## config.mk

```make
export PLATFORM = sky130hd
export DESIGN_NAME = alarm_snooze_controller_top
export DESIGN_NICKNAME = d
export VERILOG_FILES = /design/src/hw/rtl/asc_pkg.sv /design/src/hw/rtl/alarm_snooze_controller_top.sv /design/src/hw/rtl/asc_ram.sv /design/src/hw/rtl/asc_scan.sv
export SDC_FILE = /design/constraint.sdc
export NUM_CORES = 1
export LEC_CHECK = 0
export ABC_AREA = 1
export ABC_CLOCK_PERIOD_IN_PS = 5900
export BUFFER_PORTS_ARGS = -buffer_cell sky130_fd_sc_hd__buf_2
export CORE_ASPECT_RATIO = 0.5
export CORE_UTILIZATION = 53
export CTS_CLUSTER_DIAMETER = 150
export DETAILED_ROUTE_END_ITERATION = 12
export PLACE_DENSITY = 0.71
export SETUP_SLACK_MARGIN = 0.2
export SLEW_MARGIN = 10
export SYNTH_ARGS = -nofsm -noshare
export SYNTH_HDL_FRONTEND = slang
export SYNTH_SLANG_ARGS = --single-unit
```

## constraint.sdc

```tcl
create_clock -name clk -period 5.9 [get_ports clk]
set_input_delay 0.59 -clock clk [delete_from_list [all_inputs] [get_ports clk]]
set_output_delay 0.59 -clock clk [all_outputs]
set_load 0.05 [all_outputs]
```

## src/hw/rtl/asc_pkg.sv

```systemverilog
// shared types, codes and constants for the alarm snooze controller
package asc_pkg;

  // default number of alarm slots
  localparam int ALARM_SLOTS_DEF = 6;
  // widest slot index over the supported slot counts (up to 16)
  localparam int SLOT_W = 4;
  // first one-time slot
  localparam int ONE_TIME_FIRST = 3;
  // ringing lasts this many seconds before auto snooze (or waiting, once the snooze limit is reached)
  localparam int RING_LIMIT = 60;
  localparam int SEC_PER_MIN = 60;
  // snooze second counter saturates here
  localparam logic [11:0] SNOOZE_SEC_MAX = 12'hfff;

  // register reset values
  localparam logic [5:0] SNOOZE_MIN_RST = 6'd5;
  localparam logic [3:0] SNOOZE_LIM_RST = 4'd3;

  // configuration register indexes
  localparam logic CFG_SNOOZE_MIN = 1'b0;
  localparam logic CFG_SNOOZE_LIM = 1'b1;

  // request codes
  localparam logic [1:0] REQ_CLOCK = 2'd0;
  localparam logic [1:0] REQ_SNOOZE = 2'd1;
  localparam logic [1:0] REQ_BACK = 2'd2;
  localparam logic [1:0] REQ_SLOT_WR = 2'd3;

  // mode codes
  localparam logic [1:0] MODE_WAIT = 2'd0;
  localparam logic [1:0] MODE_RING = 2'd1;
  localparam logic [1:0] MODE_SNOOZE = 2'd2;

  // input beat
  typedef struct packed {
    logic [1:0] req_type;
    logic [4:0] now_hour;
    logic [5:0] now_minute;
    logic [5:0] now_second;
    logic       buzzer_busy;
    logic [2:0] slot_number;
    logic [4:0] slot_hour;
    logic [5:0] slot_minute;
    logic       slot_enable;
  } in_beat_t;

  // result beat
  typedef struct packed {
    logic [1:0] mode;
    logic       led_on;
    logic       start_melody;
    logic       stop_melody;
    logic       disable_valid;
    logic [1:0] disable_index;
    logic       open_menu;
    logic       pending_valid;
    logic [4:0] pending_hour;
    logic [5:0] pending_minute;
  } out_beat_t;

  // one alarm table entry as stored in memory
  typedef struct packed {
    logic [4:0] hour;
    logic [5:0] minute;
  } slot_time_t;

  // search result handed from the scanner to the control logic
  typedef struct packed {
    logic              done;
    logic              found;
    logic [SLOT_W-1:0] slot;
    slot_time_t        tm;
  } scan_res_t;

endpackage

```

## src/hw/rtl/alarm_snooze_controller_top.sv

```systemverilog
// alarm snooze controller top level: control sequencer, alarm table and result register
//
//  channel | ports                         | beat
//  --------+-------------------------------+-------------------------------
//  input   | in_valid, in_ready, in_data   | one request (in_beat_t)
//  result  | out_valid, out_ready, out_data| one result per request
//  config  | cfg_we, cfg_index, cfg_wdata  | one register write, no wait
//
//  A clock reading with no alarm pending first searches the alarm table:
//  the search reads one table entry per cycle through the memory's read port.
//  Every other request goes straight to execution. One request is in work at a time.
//  A result waiting in the output register holds the finishing request back.
//  Reset is synchronous and clears all slot enables at once; no clearing pass.
module alarm_snooze_controller_top #(
  parameter int ALARM_SLOTS = asc_pkg::ALARM_SLOTS_DEF
) (
  input  logic                clk,
  input  logic                rst_n,
  input  logic                in_valid,
  output logic                in_ready,
  input  asc_pkg::in_beat_t   in_data,
  output logic                out_valid,
  input  logic                out_ready,
  output asc_pkg::out_beat_t  out_data,
  input  logic                cfg_we,
  input  logic                cfg_index,
  input  logic [5:0]          cfg_wdata
);

  localparam int AW = $clog2(ALARM_SLOTS);
  localparam int SW = asc_pkg::SLOT_W + 1;

  typedef enum logic [2:0] {
    ST_IDLE = 3'b001,
    ST_SCAN = 3'b010,
    ST_EXEC = 3'b100
  } state_t;

  state_t                  state_r, state_nxt;
  asc_pkg::in_beat_t       req_r;
  logic [5:0]              snz_min_r;
  logic [3:0]              snz_lim_r;
  logic [1:0]              mode_r, mode_nxt;
  logic [ALARM_SLOTS-1:0]  en_r, en_nxt;
  logic                    nv_r, nv_nxt;
  asc_pkg::slot_time_t     next_r, next_nxt;
  logic                    one_r, one_nxt;
  logic [asc_pkg::SLOT_W-1:0] nslot_r, nslot_nxt;
  logic [5:0]              ring_r, ring_nxt;
  logic [11:0]             snz_sec_r, snz_sec_nxt;
  logic [3:0]              snz_cnt_r, snz_cnt_nxt;
  logic [5:0]              seen_r, seen_nxt;
  logic                    out_valid_r;
  asc_pkg::out_beat_t      out_r, res;

  logic                    accept, commit, scan_start;
  logic                    ram_we;
  logic [AW-1:0]           ram_waddr;
  asc_pkg::slot_time_t     ram_wdata, ram_rdata;
  logic                    ram_re;
  logic [AW-1:0]           ram_raddr;
  asc_pkg::scan_res_t      scan;
  logic [11:0]             snz_len;

  assign in_ready   = (state_r == ST_IDLE);
  assign accept     = in_valid && in_ready;
  assign scan_start = accept && (in_data.req_type == asc_pkg::REQ_CLOCK) && !nv_r;
  assign commit     = (state_r == ST_EXEC) && (!out_valid_r || out_ready);
  assign snz_len    = 12'(snz_min_r) * 12'(asc_pkg::SEC_PER_MIN);

  // alarm table: hour and minute per slot, enables kept in flops
  asc_ram #(
    .WIDTH($bits(asc_pkg::slot_time_t)),
    .DEPTH(ALARM_SLOTS)
  ) u_table (
    .clk  (clk),
    .we   (ram_we),
    .waddr(ram_waddr),
    .wdata(ram_wdata),
    .re   (ram_re),
    .raddr(ram_raddr),
    .rdata(ram_rdata)
  );

  // next-alarm search
  asc_scan #(
    .ALARM_SLOTS(ALARM_SLOTS)
  ) u_scan (
    .clk       (clk),
    .rst_n     (rst_n),
    .start     (scan_start),
    .now_hour  (in_data.now_hour),
    .now_minute(in_data.now_minute),
    .slot_en   (en_r),
    .rd_en     (ram_re),
    .rd_addr   (ram_raddr),
    .rd_data   (ram_rdata),
    .res       (scan)
  );

  // slot write goes to memory at commit
  assign ram_we    = commit && (req_r.req_type == asc_pkg::REQ_SLOT_WR) &&
                     (5'(req_r.slot_number) < 5'(ALARM_SLOTS));
  assign ram_waddr = AW'(req_r.slot_number);
  assign ram_wdata = '{hour: req_r.slot_hour, minute: req_r.slot_minute};

  // sequencer
  always_comb begin
    state_nxt = state_r;
    case (state_r)
      ST_IDLE: begin
        if (accept) begin
          state_nxt = scan_start ? ST_SCAN : ST_EXEC;
        end
      end
      ST_SCAN: begin
        if (scan.done) begin
          state_nxt = ST_EXEC;
        end
      end
      ST_EXEC: begin
        if (commit) begin
          state_nxt = ST_IDLE;
        end
      end
      default: state_nxt = ST_IDLE;
    endcase
  end

  // request execution: mode changes, counters and result fields
  always_comb begin
    logic [5:0] ring_inc;
    logic [11:0] sec_inc;
    logic go_ring;
    logic [SW-1:0] slot_ext;
    ring_inc    = ring_r + 6'd1;
    sec_inc     = (snz_sec_r < asc_pkg::SNOOZE_SEC_MAX) ? snz_sec_r + 12'd1 : snz_sec_r;
    go_ring     = 1'b0;
    slot_ext    = SW'(nslot_r);
    mode_nxt    = mode_r;
    en_nxt      = en_r;
    nv_nxt      = nv_r;
    next_nxt    = next_r;
    one_nxt     = one_r;
    nslot_nxt   = nslot_r;
    ring_nxt    = ring_r;
    snz_sec_nxt = snz_sec_r;
    snz_cnt_nxt = snz_cnt_r;
    seen_nxt    = seen_r;
    res         = '0;

    // search result taken over as the pending alarm
    if ((state_r == ST_SCAN) && scan.done && scan.found) begin
      nv_nxt    = 1'b1;
      next_nxt  = scan.tm;
      one_nxt   = (SW'(scan.slot) >= SW'(asc_pkg::ONE_TIME_FIRST));
      nslot_nxt = scan.slot;
    end

    if (state_r == ST_EXEC) begin
      case (req_r.req_type)
        asc_pkg::REQ_CLOCK: begin
          if (mode_r == asc_pkg::MODE_RING) begin
            if (seen_r != req_r.now_second) begin
              seen_nxt         = req_r.now_second;
              res.start_melody = !req_r.buzzer_busy;
              ring_nxt         = ring_inc;
              if (ring_inc >= 6'(asc_pkg::RING_LIMIT)) begin
                res.stop_melody = 1'b1;
                if (snz_cnt_r >= snz_lim_r) begin
                  mode_nxt    = asc_pkg::MODE_WAIT;
                  snz_cnt_nxt = '0;
                  nv_nxt      = 1'b0;
                  one_nxt     = 1'b0;
                end else begin
                  mode_nxt    = asc_pkg::MODE_SNOOZE;
                  snz_cnt_nxt = snz_cnt_r + 4'd1;
                  snz_sec_nxt = '0;
                end
              end
            end
          end else if (mode_r == asc_pkg::MODE_WAIT) begin
            go_ring = nv_r && (next_r.hour == req_r.now_hour) &&
                      (next_r.minute == req_r.now_minute);
          end else if ((mode_r == asc_pkg::MODE_SNOOZE) && (seen_r != req_r.now_second)) begin
            seen_nxt    = req_r.now_second;
            snz_sec_nxt = sec_inc;
            go_ring     = (sec_inc >= snz_len);
          end
          // entering ringing drops the pending alarm and retires a one-time slot
          if (go_ring) begin
            mode_nxt = asc_pkg::MODE_RING;
            seen_nxt = req_r.now_second;
            ring_nxt = '0;
            nv_nxt   = 1'b0;
            if (one_r) begin
              en_nxt[AW'(nslot_r)] = 1'b0;
              res.disable_valid    = 1'b1;
              res.disable_index    = 2'(slot_ext - SW'(asc_pkg::ONE_TIME_FIRST));
              one_nxt              = 1'b0;
            end
          end
        end
        asc_pkg::REQ_SNOOZE: begin
          if (mode_r == asc_pkg::MODE_RING) begin
            mode_nxt        = asc_pkg::MODE_SNOOZE;
            snz_sec_nxt     = '0;
            res.stop_melody = 1'b1;
          end
        end
        asc_pkg::REQ_BACK: begin
          if ((mode_r == asc_pkg::MODE_RING) || (mode_r == asc_pkg::MODE_SNOOZE)) begin
            mode_nxt        = asc_pkg::MODE_WAIT;
            snz_cnt_nxt     = '0;
            nv_nxt          = 1'b0;
            one_nxt         = 1'b0;
            res.stop_melody = 1'b1;
          end else begin
            res.open_menu = 1'b1;
          end
        end
        asc_pkg::REQ_SLOT_WR: begin
          if (5'(req_r.slot_number) < 5'(ALARM_SLOTS)) begin
            en_nxt[AW'(req_r.slot_number)] = req_r.slot_enable;
            nv_nxt = 1'b0;
          end
        end
        default: ;
      endcase
    end

    res.mode           = mode_nxt;
    res.led_on         = (mode_nxt != asc_pkg::MODE_WAIT);
    res.pending_valid  = nv_nxt;
    res.pending_hour   = nv_nxt ? next_nxt.hour : 5'd0;
    res.pending_minute = nv_nxt ? next_nxt.minute : 6'd0;
  end

  // configuration registers
  always_ff @(posedge clk) begin
    if (!rst_n) begin
      snz_min_r <= asc_pkg::SNOOZE_MIN_RST;
      snz_lim_r <= asc_pkg::SNOOZE_LIM_RST;
    end else if (cfg_we) begin
      case (cfg_index)
        asc_pkg::CFG_SNOOZE_MIN: snz_min_r <= cfg_wdata;
        asc_pkg::CFG_SNOOZE_LIM: snz_lim_r <= cfg_wdata[3:0];
        default: ;
      endcase
    end
  end

  // controller state, updated in the search and at commit
  always_ff @(posedge clk) begin
    if (!rst_n) begin
      state_r   <= ST_IDLE;
      mode_r    <= asc_pkg::MODE_WAIT;
      en_r      <= '0;
      nv_r      <= 1'b0;
      next_r    <= '0;
      one_r     <= 1'b0;
      nslot_r   <= '0;
      ring_r    <= '0;
      snz_sec_r <= '0;
      snz_cnt_r <= '0;
      seen_r    <= '0;
    end else begin
      state_r <= state_nxt;
      if (commit || (state_r == ST_SCAN)) begin
        mode_r    <= mode_nxt;
        en_r      <= en_nxt;
        nv_r      <= nv_nxt;
        next_r    <= next_nxt;
        one_r     <= one_nxt;
        nslot_r   <= nslot_nxt;
        ring_r    <= ring_nxt;
        snz_sec_r <= snz_sec_nxt;
        snz_cnt_r <= snz_cnt_nxt;
        seen_r    <= seen_nxt;
      end
    end
  end

  // request capture
  always_ff @(posedge clk) begin
    if (accept) begin
      req_r <= in_data;
    end
  end

  // result register
  always_ff @(posedge clk) begin
    if (!rst_n) begin
      out_valid_r <= 1'b0;
    end else if (commit) begin
      out_valid_r <= 1'b1;
    end else if (out_ready) begin
      out_valid_r <= 1'b0;
    end
  end

  always_ff @(posedge clk) begin
    if (commit) begin
      out_r <= res;
    end
  end

  assign out_valid = out_valid_r;
  assign out_data  = out_r;

endmodule

```

## src/hw/rtl/asc_ram.sv

```systemverilog
// generic single-write, single-read synchronous ram with registered read data
module asc_ram #(
  parameter int WIDTH = 11,
  parameter int DEPTH = 6
) (
  input  logic                     clk,
  input  logic                     we,
  input  logic [$clog2(DEPTH)-1:0] waddr,
  input  logic [WIDTH-1:0]         wdata,
  input  logic                     re,
  input  logic [$clog2(DEPTH)-1:0] raddr,
  output logic [WIDTH-1:0]         rdata
);

  logic [WIDTH-1:0] mem [DEPTH];

  // write port and registered read port
  always_ff @(posedge clk) begin
    if (we) begin
      mem[waddr] <= wdata;
    end
    if (re) begin
      rdata <= mem[raddr];
    end
  end

endmodule

```

## src/hw/rtl/asc_scan.sv

```systemverilog
// next-alarm search: walks the alarm table one slot per cycle
module asc_scan #(
  parameter int ALARM_SLOTS = asc_pkg::ALARM_SLOTS_DEF
) (
  input  logic                           clk,
  input  logic                           rst_n,
  input  logic                           start,
  input  logic [4:0]                     now_hour,
  input  logic [5:0]                     now_minute,
  input  logic [ALARM_SLOTS-1:0]         slot_en,
  output logic                           rd_en,
  output logic [$clog2(ALARM_SLOTS)-1:0] rd_addr,
  input  asc_pkg::slot_time_t            rd_data,
  output asc_pkg::scan_res_t             res
);

  localparam int AW = $clog2(ALARM_SLOTS);
  localparam int CW = $clog2(ALARM_SLOTS + 1);

  logic [CW-1:0]           cnt_r, cnt_nxt;
  logic                    busy_r, busy_nxt;
  logic                    chk_v_r;
  logic [AW-1:0]           chk_idx_r;
  logic                    done_r, done_nxt;
  logic                    found_r, found_nxt;
  logic [AW-1:0]           best_idx_r, best_idx_nxt;
  asc_pkg::slot_time_t     best_r, best_nxt;
  logic [4:0]              hr_r;
  logic [5:0]              mn_r;
  logic                    later, better;

  // read issue: one slot address per cycle
  assign rd_en   = busy_r && (cnt_r < CW'(ALARM_SLOTS));
  assign rd_addr = cnt_r[AW-1:0];

  // candidate compare on the returned entry
  always_comb begin
    later  = (rd_data.hour > hr_r) || ((rd_data.hour == hr_r) && (rd_data.minute > mn_r));
    better = !found_r || (rd_data.hour < best_r.hour) ||
             ((rd_data.hour == best_r.hour) && (rd_data.minute < best_r.minute));
    cnt_nxt      = cnt_r;
    busy_nxt     = busy_r;
    found_nxt    = found_r;
    best_idx_nxt = best_idx_r;
    best_nxt     = best_r;
    done_nxt     = 1'b0;
    if (start) begin
      cnt_nxt   = '0;
      busy_nxt  = 1'b1;
      found_nxt = 1'b0;
    end else begin
      if (rd_en) begin
        cnt_nxt = cnt_r + CW'(1);
        if (cnt_r == CW'(ALARM_SLOTS - 1)) begin
          busy_nxt = 1'b0;
        end
      end
      if (chk_v_r) begin
        if (slot_en[chk_idx_r] && later && better) begin
          found_nxt    = 1'b1;
          best_idx_nxt = chk_idx_r;
          best_nxt     = rd_data;
        end
        done_nxt = (chk_idx_r == AW'(ALARM_SLOTS - 1));
      end
    end
  end

  // control registers
  always_ff @(posedge clk) begin
    if (!rst_n) begin
      cnt_r   <= '0;
      busy_r  <= 1'b0;
      chk_v_r <= 1'b0;
      done_r  <= 1'b0;
      found_r <= 1'b0;
    end else begin
      cnt_r   <= cnt_nxt;
      busy_r  <= busy_nxt;
      chk_v_r <= rd_en && !start;
      done_r  <= done_nxt;
      found_r <= found_nxt;
    end
  end

  // payload registers
  always_ff @(posedge clk) begin
    chk_idx_r  <= rd_addr;
    best_idx_r <= best_idx_nxt;
    best_r     <= best_nxt;
    if (start) begin
      hr_r <= now_hour;
      mn_r <= now_minute;
    end
  end

  assign res.done  = done_r;
  assign res.found = found_r;
  assign res.slot  = asc_pkg::SLOT_W'(best_idx_r);
  assign res.tm    = best_r;

endmodule

```

==> summary.txt <==
Logic synthesis
  • Synth area leader: edfxtp_1
  • Synthesized flop and latch total: ~230
  • Share of the synthesized area in the top cell type: between 40% and 50%
  • Synth unique cells: 55
  • Synthesized instance count: 1,106
  • Warning count from the yosys run: 0
  • Area contributors post-synth: edfxtp_1 (43%), dfxtp_1 (14%), ha_1 (6.5%)
  • Syn_nets: roughly 1,200
  • List of most frequent post-synthesis cells: nand2_1 (179), edfxtp_1 (158), inv_1 (158)
  • Avg Cell Area, Syn: 10.1 µm²
  • EDFF count, synth: ~160
  • Post-synthesis sequential area ratio: 56.2%
  • Post-synth ARST share: 0%
  • Post-Synthesis Cell Area: around 11,000 µm²
  • Synth Flop Type: edfxtp_1
  • Most common cell in the netlist: nand2_1

STA
  • Final Skew: roughly 0.017 ns
  • Slew headroom: between 20% and 30%
  • Slew Viols, Final: 0
  • Final Hold Vio Count: 0
  • Fin crit share: 78.9%
  • Final min period: ~4.7 ns
  • Final-report setup violation count: 0
  • Fmax: between 0.2 and 0.25 GHz
  • Slew of the pin with the lowest slew margin: around 1.2 ns
  • RSZ-0062 raised after global routing: false
  • Final setup TNS: 0 ns

Worst setup path
  • Setup slack, reg-to-reg: about 1.2 ns
  • Max FO, Critical Path: 12
  • Worst setup SP type: register
  • Worst endpoint required time: between 6 and 7 ns
  • Depth of the most critical reg-to-reg path: 23
  • RR Startpoint: snz_min_r[3]
  • Kind of critical path: register to register
  • Arr. time, crit path: slightly below 5 ns
  • R2r endpoint: out_data[0]
  • Critical path endpoint category: register

Final layout
  • Fillers: roughly 1,700
  • N_diodes: 0
  • FF+latch area: approximately 6300 µm²
  • Nets: roughly 1,300
  • Layout area overhead: 11.5%
  • Layout cells sized above 1: approximately an eighth
  • Multi-input logic area: 4130 µm²
  • Finished Cell Area: roughly 12,000 µm²

Power
  • Lkg Pwr: slightly below 5 nW
  • Max rail drop VDD: between 0.15 and 0.2 mV
  • Cell Pwr Density: around 300 nW/µm²

Die
  • Row cnt: 37
  • IO Pins: 70
  • Height of the die: between 100 and 150 µm
  • Die area: 21,700 µm²
  • Die width: slightly above 200 µm
  • Initial Utilization: ~54%
  • Core region area: slightly above 20,000 µm²

Global routing
  • GRT Residual Overflow: 0
  • Vias in the first global route: between 7,000 and 8,000
  • Largest net degree at the start of global routing: 39
  • Initial antenna violation count: 0
  • Wire length of the first global-routing pass: 37.3 mm
  • GRT Resource Usage Total: between 20% and 30%

Worst hold path
  • Min-Delay Path Depth: 1
  • Hold Path Origin: in_data[13]
  • Min-delay worst type: primary input to register
  • Worst Hold Path EP: ram_waddr[1]

Drt
  • Drt wl/cell: 15.6 µm
  • TritonRoute pass-1 iters: 5
  • Final ANT Viol Nets: 0
  • Detailed-route wire length: 22.8 mm
  • Initial DRC Count: approximately 570
  • Routed via count: 7,886
  • Vias/cell: ~5.4
  • Drt drc: 0

Clock tree
  • Post-CTS setup buffer count: 0
  • Clock buffer depth: 3
  • CTS sink cnt: between 200 and 250
  • CTS Root Buffer Type: clkbuf_16
  • Max H-tree Level: 1
  • Post-CTS Hold Buffers: 0
  • Clk_lat worst skew: around 0.5 ns
  • Post-CTS sizing: 0
  • CTS tree: built
  • Clock Pin Slew Worst Setup and Hold Paths: about 0.07 ns
  • Cts bufs inserted: 21

Place
  • RePlAce Congestion: between 0.8 and 0.9
  • Area post-placement: roughly 12,000 µm²
  • DP Wirelength: between 15 and 20 mm
  • Port bufs: between 60 and 70

Status
  • Status: complete, no violations

Run
  • Max_cap viols: 0
[placed cells by master, fill, tap and decap left out, types with 2 or more instances in the layout]
| cell type | instances |
|---|---|
| nand2_1 | 179 |
| inv_1 | 158 |
| edfxtp_1 | 158 |
| nor2_1 | 83 |
| a21oi_1 | 82 |
| dfxtp_1 | 76 |
| buf_2 | 69 |
| ha_1 | 58 |
| o21ai_0 | 56 |
| nand3_1 | 48 |
| nand4_1 | 23 |
| clkbuf_16 | 21 |
| xor2_1 | 13 |
| nor3_1 | 13 |
| a32o_1 | 12 |
| o22ai_1 | 11 |
| nor2_4 | 9 |
| a211oi_1 | 9 |
| fa_1 | 9 |
| nand2_2 | 8 |
| nor2_2 | 8 |
| buf_4 | 8 |
| xnor2_1 | 6 |
| inv_2 | 6 |
| a32oi_1 | 6 |
| clkbuf_1 | 6 |
| clkinv_2 | 5 |
| nand3_2 | 4 |
| clkinv_1 | 4 |
| o211ai_1 | 4 |
| or2_2 | 3 |
| a21boi_0 | 3 |
| or2_0 | 2 |
| and2_1 | 2 |
| nor3_4 | 2 |
| nor3_2 | 2 |
| a31oi_1 | 2 |
| o211a_1 | 2 |
| mux2i_1 | 2 |
| bufinv_16 | 2 |
[worst max-delay path by stage]
stage                 start            to  slack, ns  depth (start not counted)
2_1_floorplan  snz_min_r[3]  out_data[10]       1.74                         24
3_3_place_gp   snz_min_r[3]   out_data[0]       1.48                         23
3_5_place_dp   snz_min_r[3]   out_data[0]       1.26                         23
4_1_cts        snz_min_r[3]   out_data[0]       1.25                         23
5_1_grt        snz_min_r[3]          nv_r       0.84                         25
6_report       snz_min_r[3]   out_data[0]       1.25                         23
[metal layers]
metal / track usage (%) / part of all wire, % / vias to the layer above / wire [µm]
li1: - / - / 3934 / -
met1: 27.9 / 45 / 3759 / 10400
met2: 37.2 / 49 / 164 / 11100
met3: 3.76 / 4.3 / 29 / 987
met4: 4.80 / 1.4 / 0 / 318
met5: 0 / 0 / - / 0
[through the flow]
stage          cells  utilization (%)  hold WS (ns)  total power [mW]  worst slack, ns
5_1_grt         1466             60.3         0.244              3.85            0.835
2_1_floorplan   1106                -         0.371              2.25             1.74
4_1_cts         1466             60.3         0.244              3.73             1.25
6_report        1466             60.3         0.257              3.69             1.25
3_5_place_dp    1428             57.1         0.404              2.39             1.26
3_3_place_gp    1428             57.1         0.390              2.37             1.48
[sequential cells by signal, indices dropped and copies added, names as in the netlist, 2 cells and up]
| signal | cells |
|---|---|
| u_scan.chk_idx_r | 3 |
| seen_r | 6 |
| snz_lim_r | 4 |
| en_r | 6 |
| out_data | 21 |
| u_scan.mn_r | 6 |
| u_table.mem | 66 |
| ram_wdata | 11 |
| u_scan.res | 11 |
| u_scan.best_idx_r | 3 |
| u_table.rdata | 11 |
| mode_r | 2 |
| req_r | 21 |
| u_scan.hr_r | 5 |
| next_r | 11 |
| snz_sec_r | 12 |
| nslot_r | 3 |
| snz_min_r | 6 |
| ram_waddr | 3 |
| state_r | 3 |
| ring_r | 6 |
| u_scan.rd_addr | 3 |
| snz_cnt_r | 4 |
[logic make-up (layout without fill, tap and decap cells)]
| family | count (synthesis) | after routing | synth area share (%) |
|---|---|---|---|
| XOR/XNOR | 19 | 19 | 1.49 |
| buffers and inverters | 194 | 281 | 6.88 |
| adder cells (fa/ha/maj) | 67 | 67 | 8.13 |
| AO/OA/AOI/OAI | 201 | 201 | 11.0 |
| AND/OR/NAND/NOR | 389 | 389 | 16.1 |
| multiplexers | 2 | 2 | 0.180 |
| flip-flops | 234 | 234 | 56.2 |
[worst max-delay path: stages, from the launching register on]
cell     delay, ns
dfxtp_1       0.33
inv_1         0.21
fa_1          0.50
fa_1          0.54
inv_1         0.05
ha_1          0.34
a21oi_1       0.17
nand2_1       0.09
a21o_1        0.17
a21oi_1       0.20
nor2_1        0.06
o21ai_0       0.14
nand2_1       0.09
xnor2_1       0.14
ha_1          0.30
nand2_1       0.08
nor3_1        0.21
nand2_1       0.10
nand2_2       0.11
nand2_4       0.10
nand3_2       0.08
nand2_2       0.06
inv_2         0.29
nor2_1        0.06
[area by class of cell]
class                           instances  area share, %
Timing Repair Buffer                   77           3.26
Inverter                              166           5.02
Sequential cell                       234           50.4
Clock buffer                           28           4.52
Tap cell                              273           2.75
Multi-Input combinational cell        678           33.2
Clock inverter                         10          0.805
[power by group]
part | internal, mW | switching [mW] | total [mW]
combinational | 0.155 | 0.316 | 0.471
sequential | 1.83 | 0.0478 | 1.88
clock | 0.759 | 0.580 | 1.34
total | 2.75 | 0.944 | 3.69
Power figures use the tool's default switching activity.
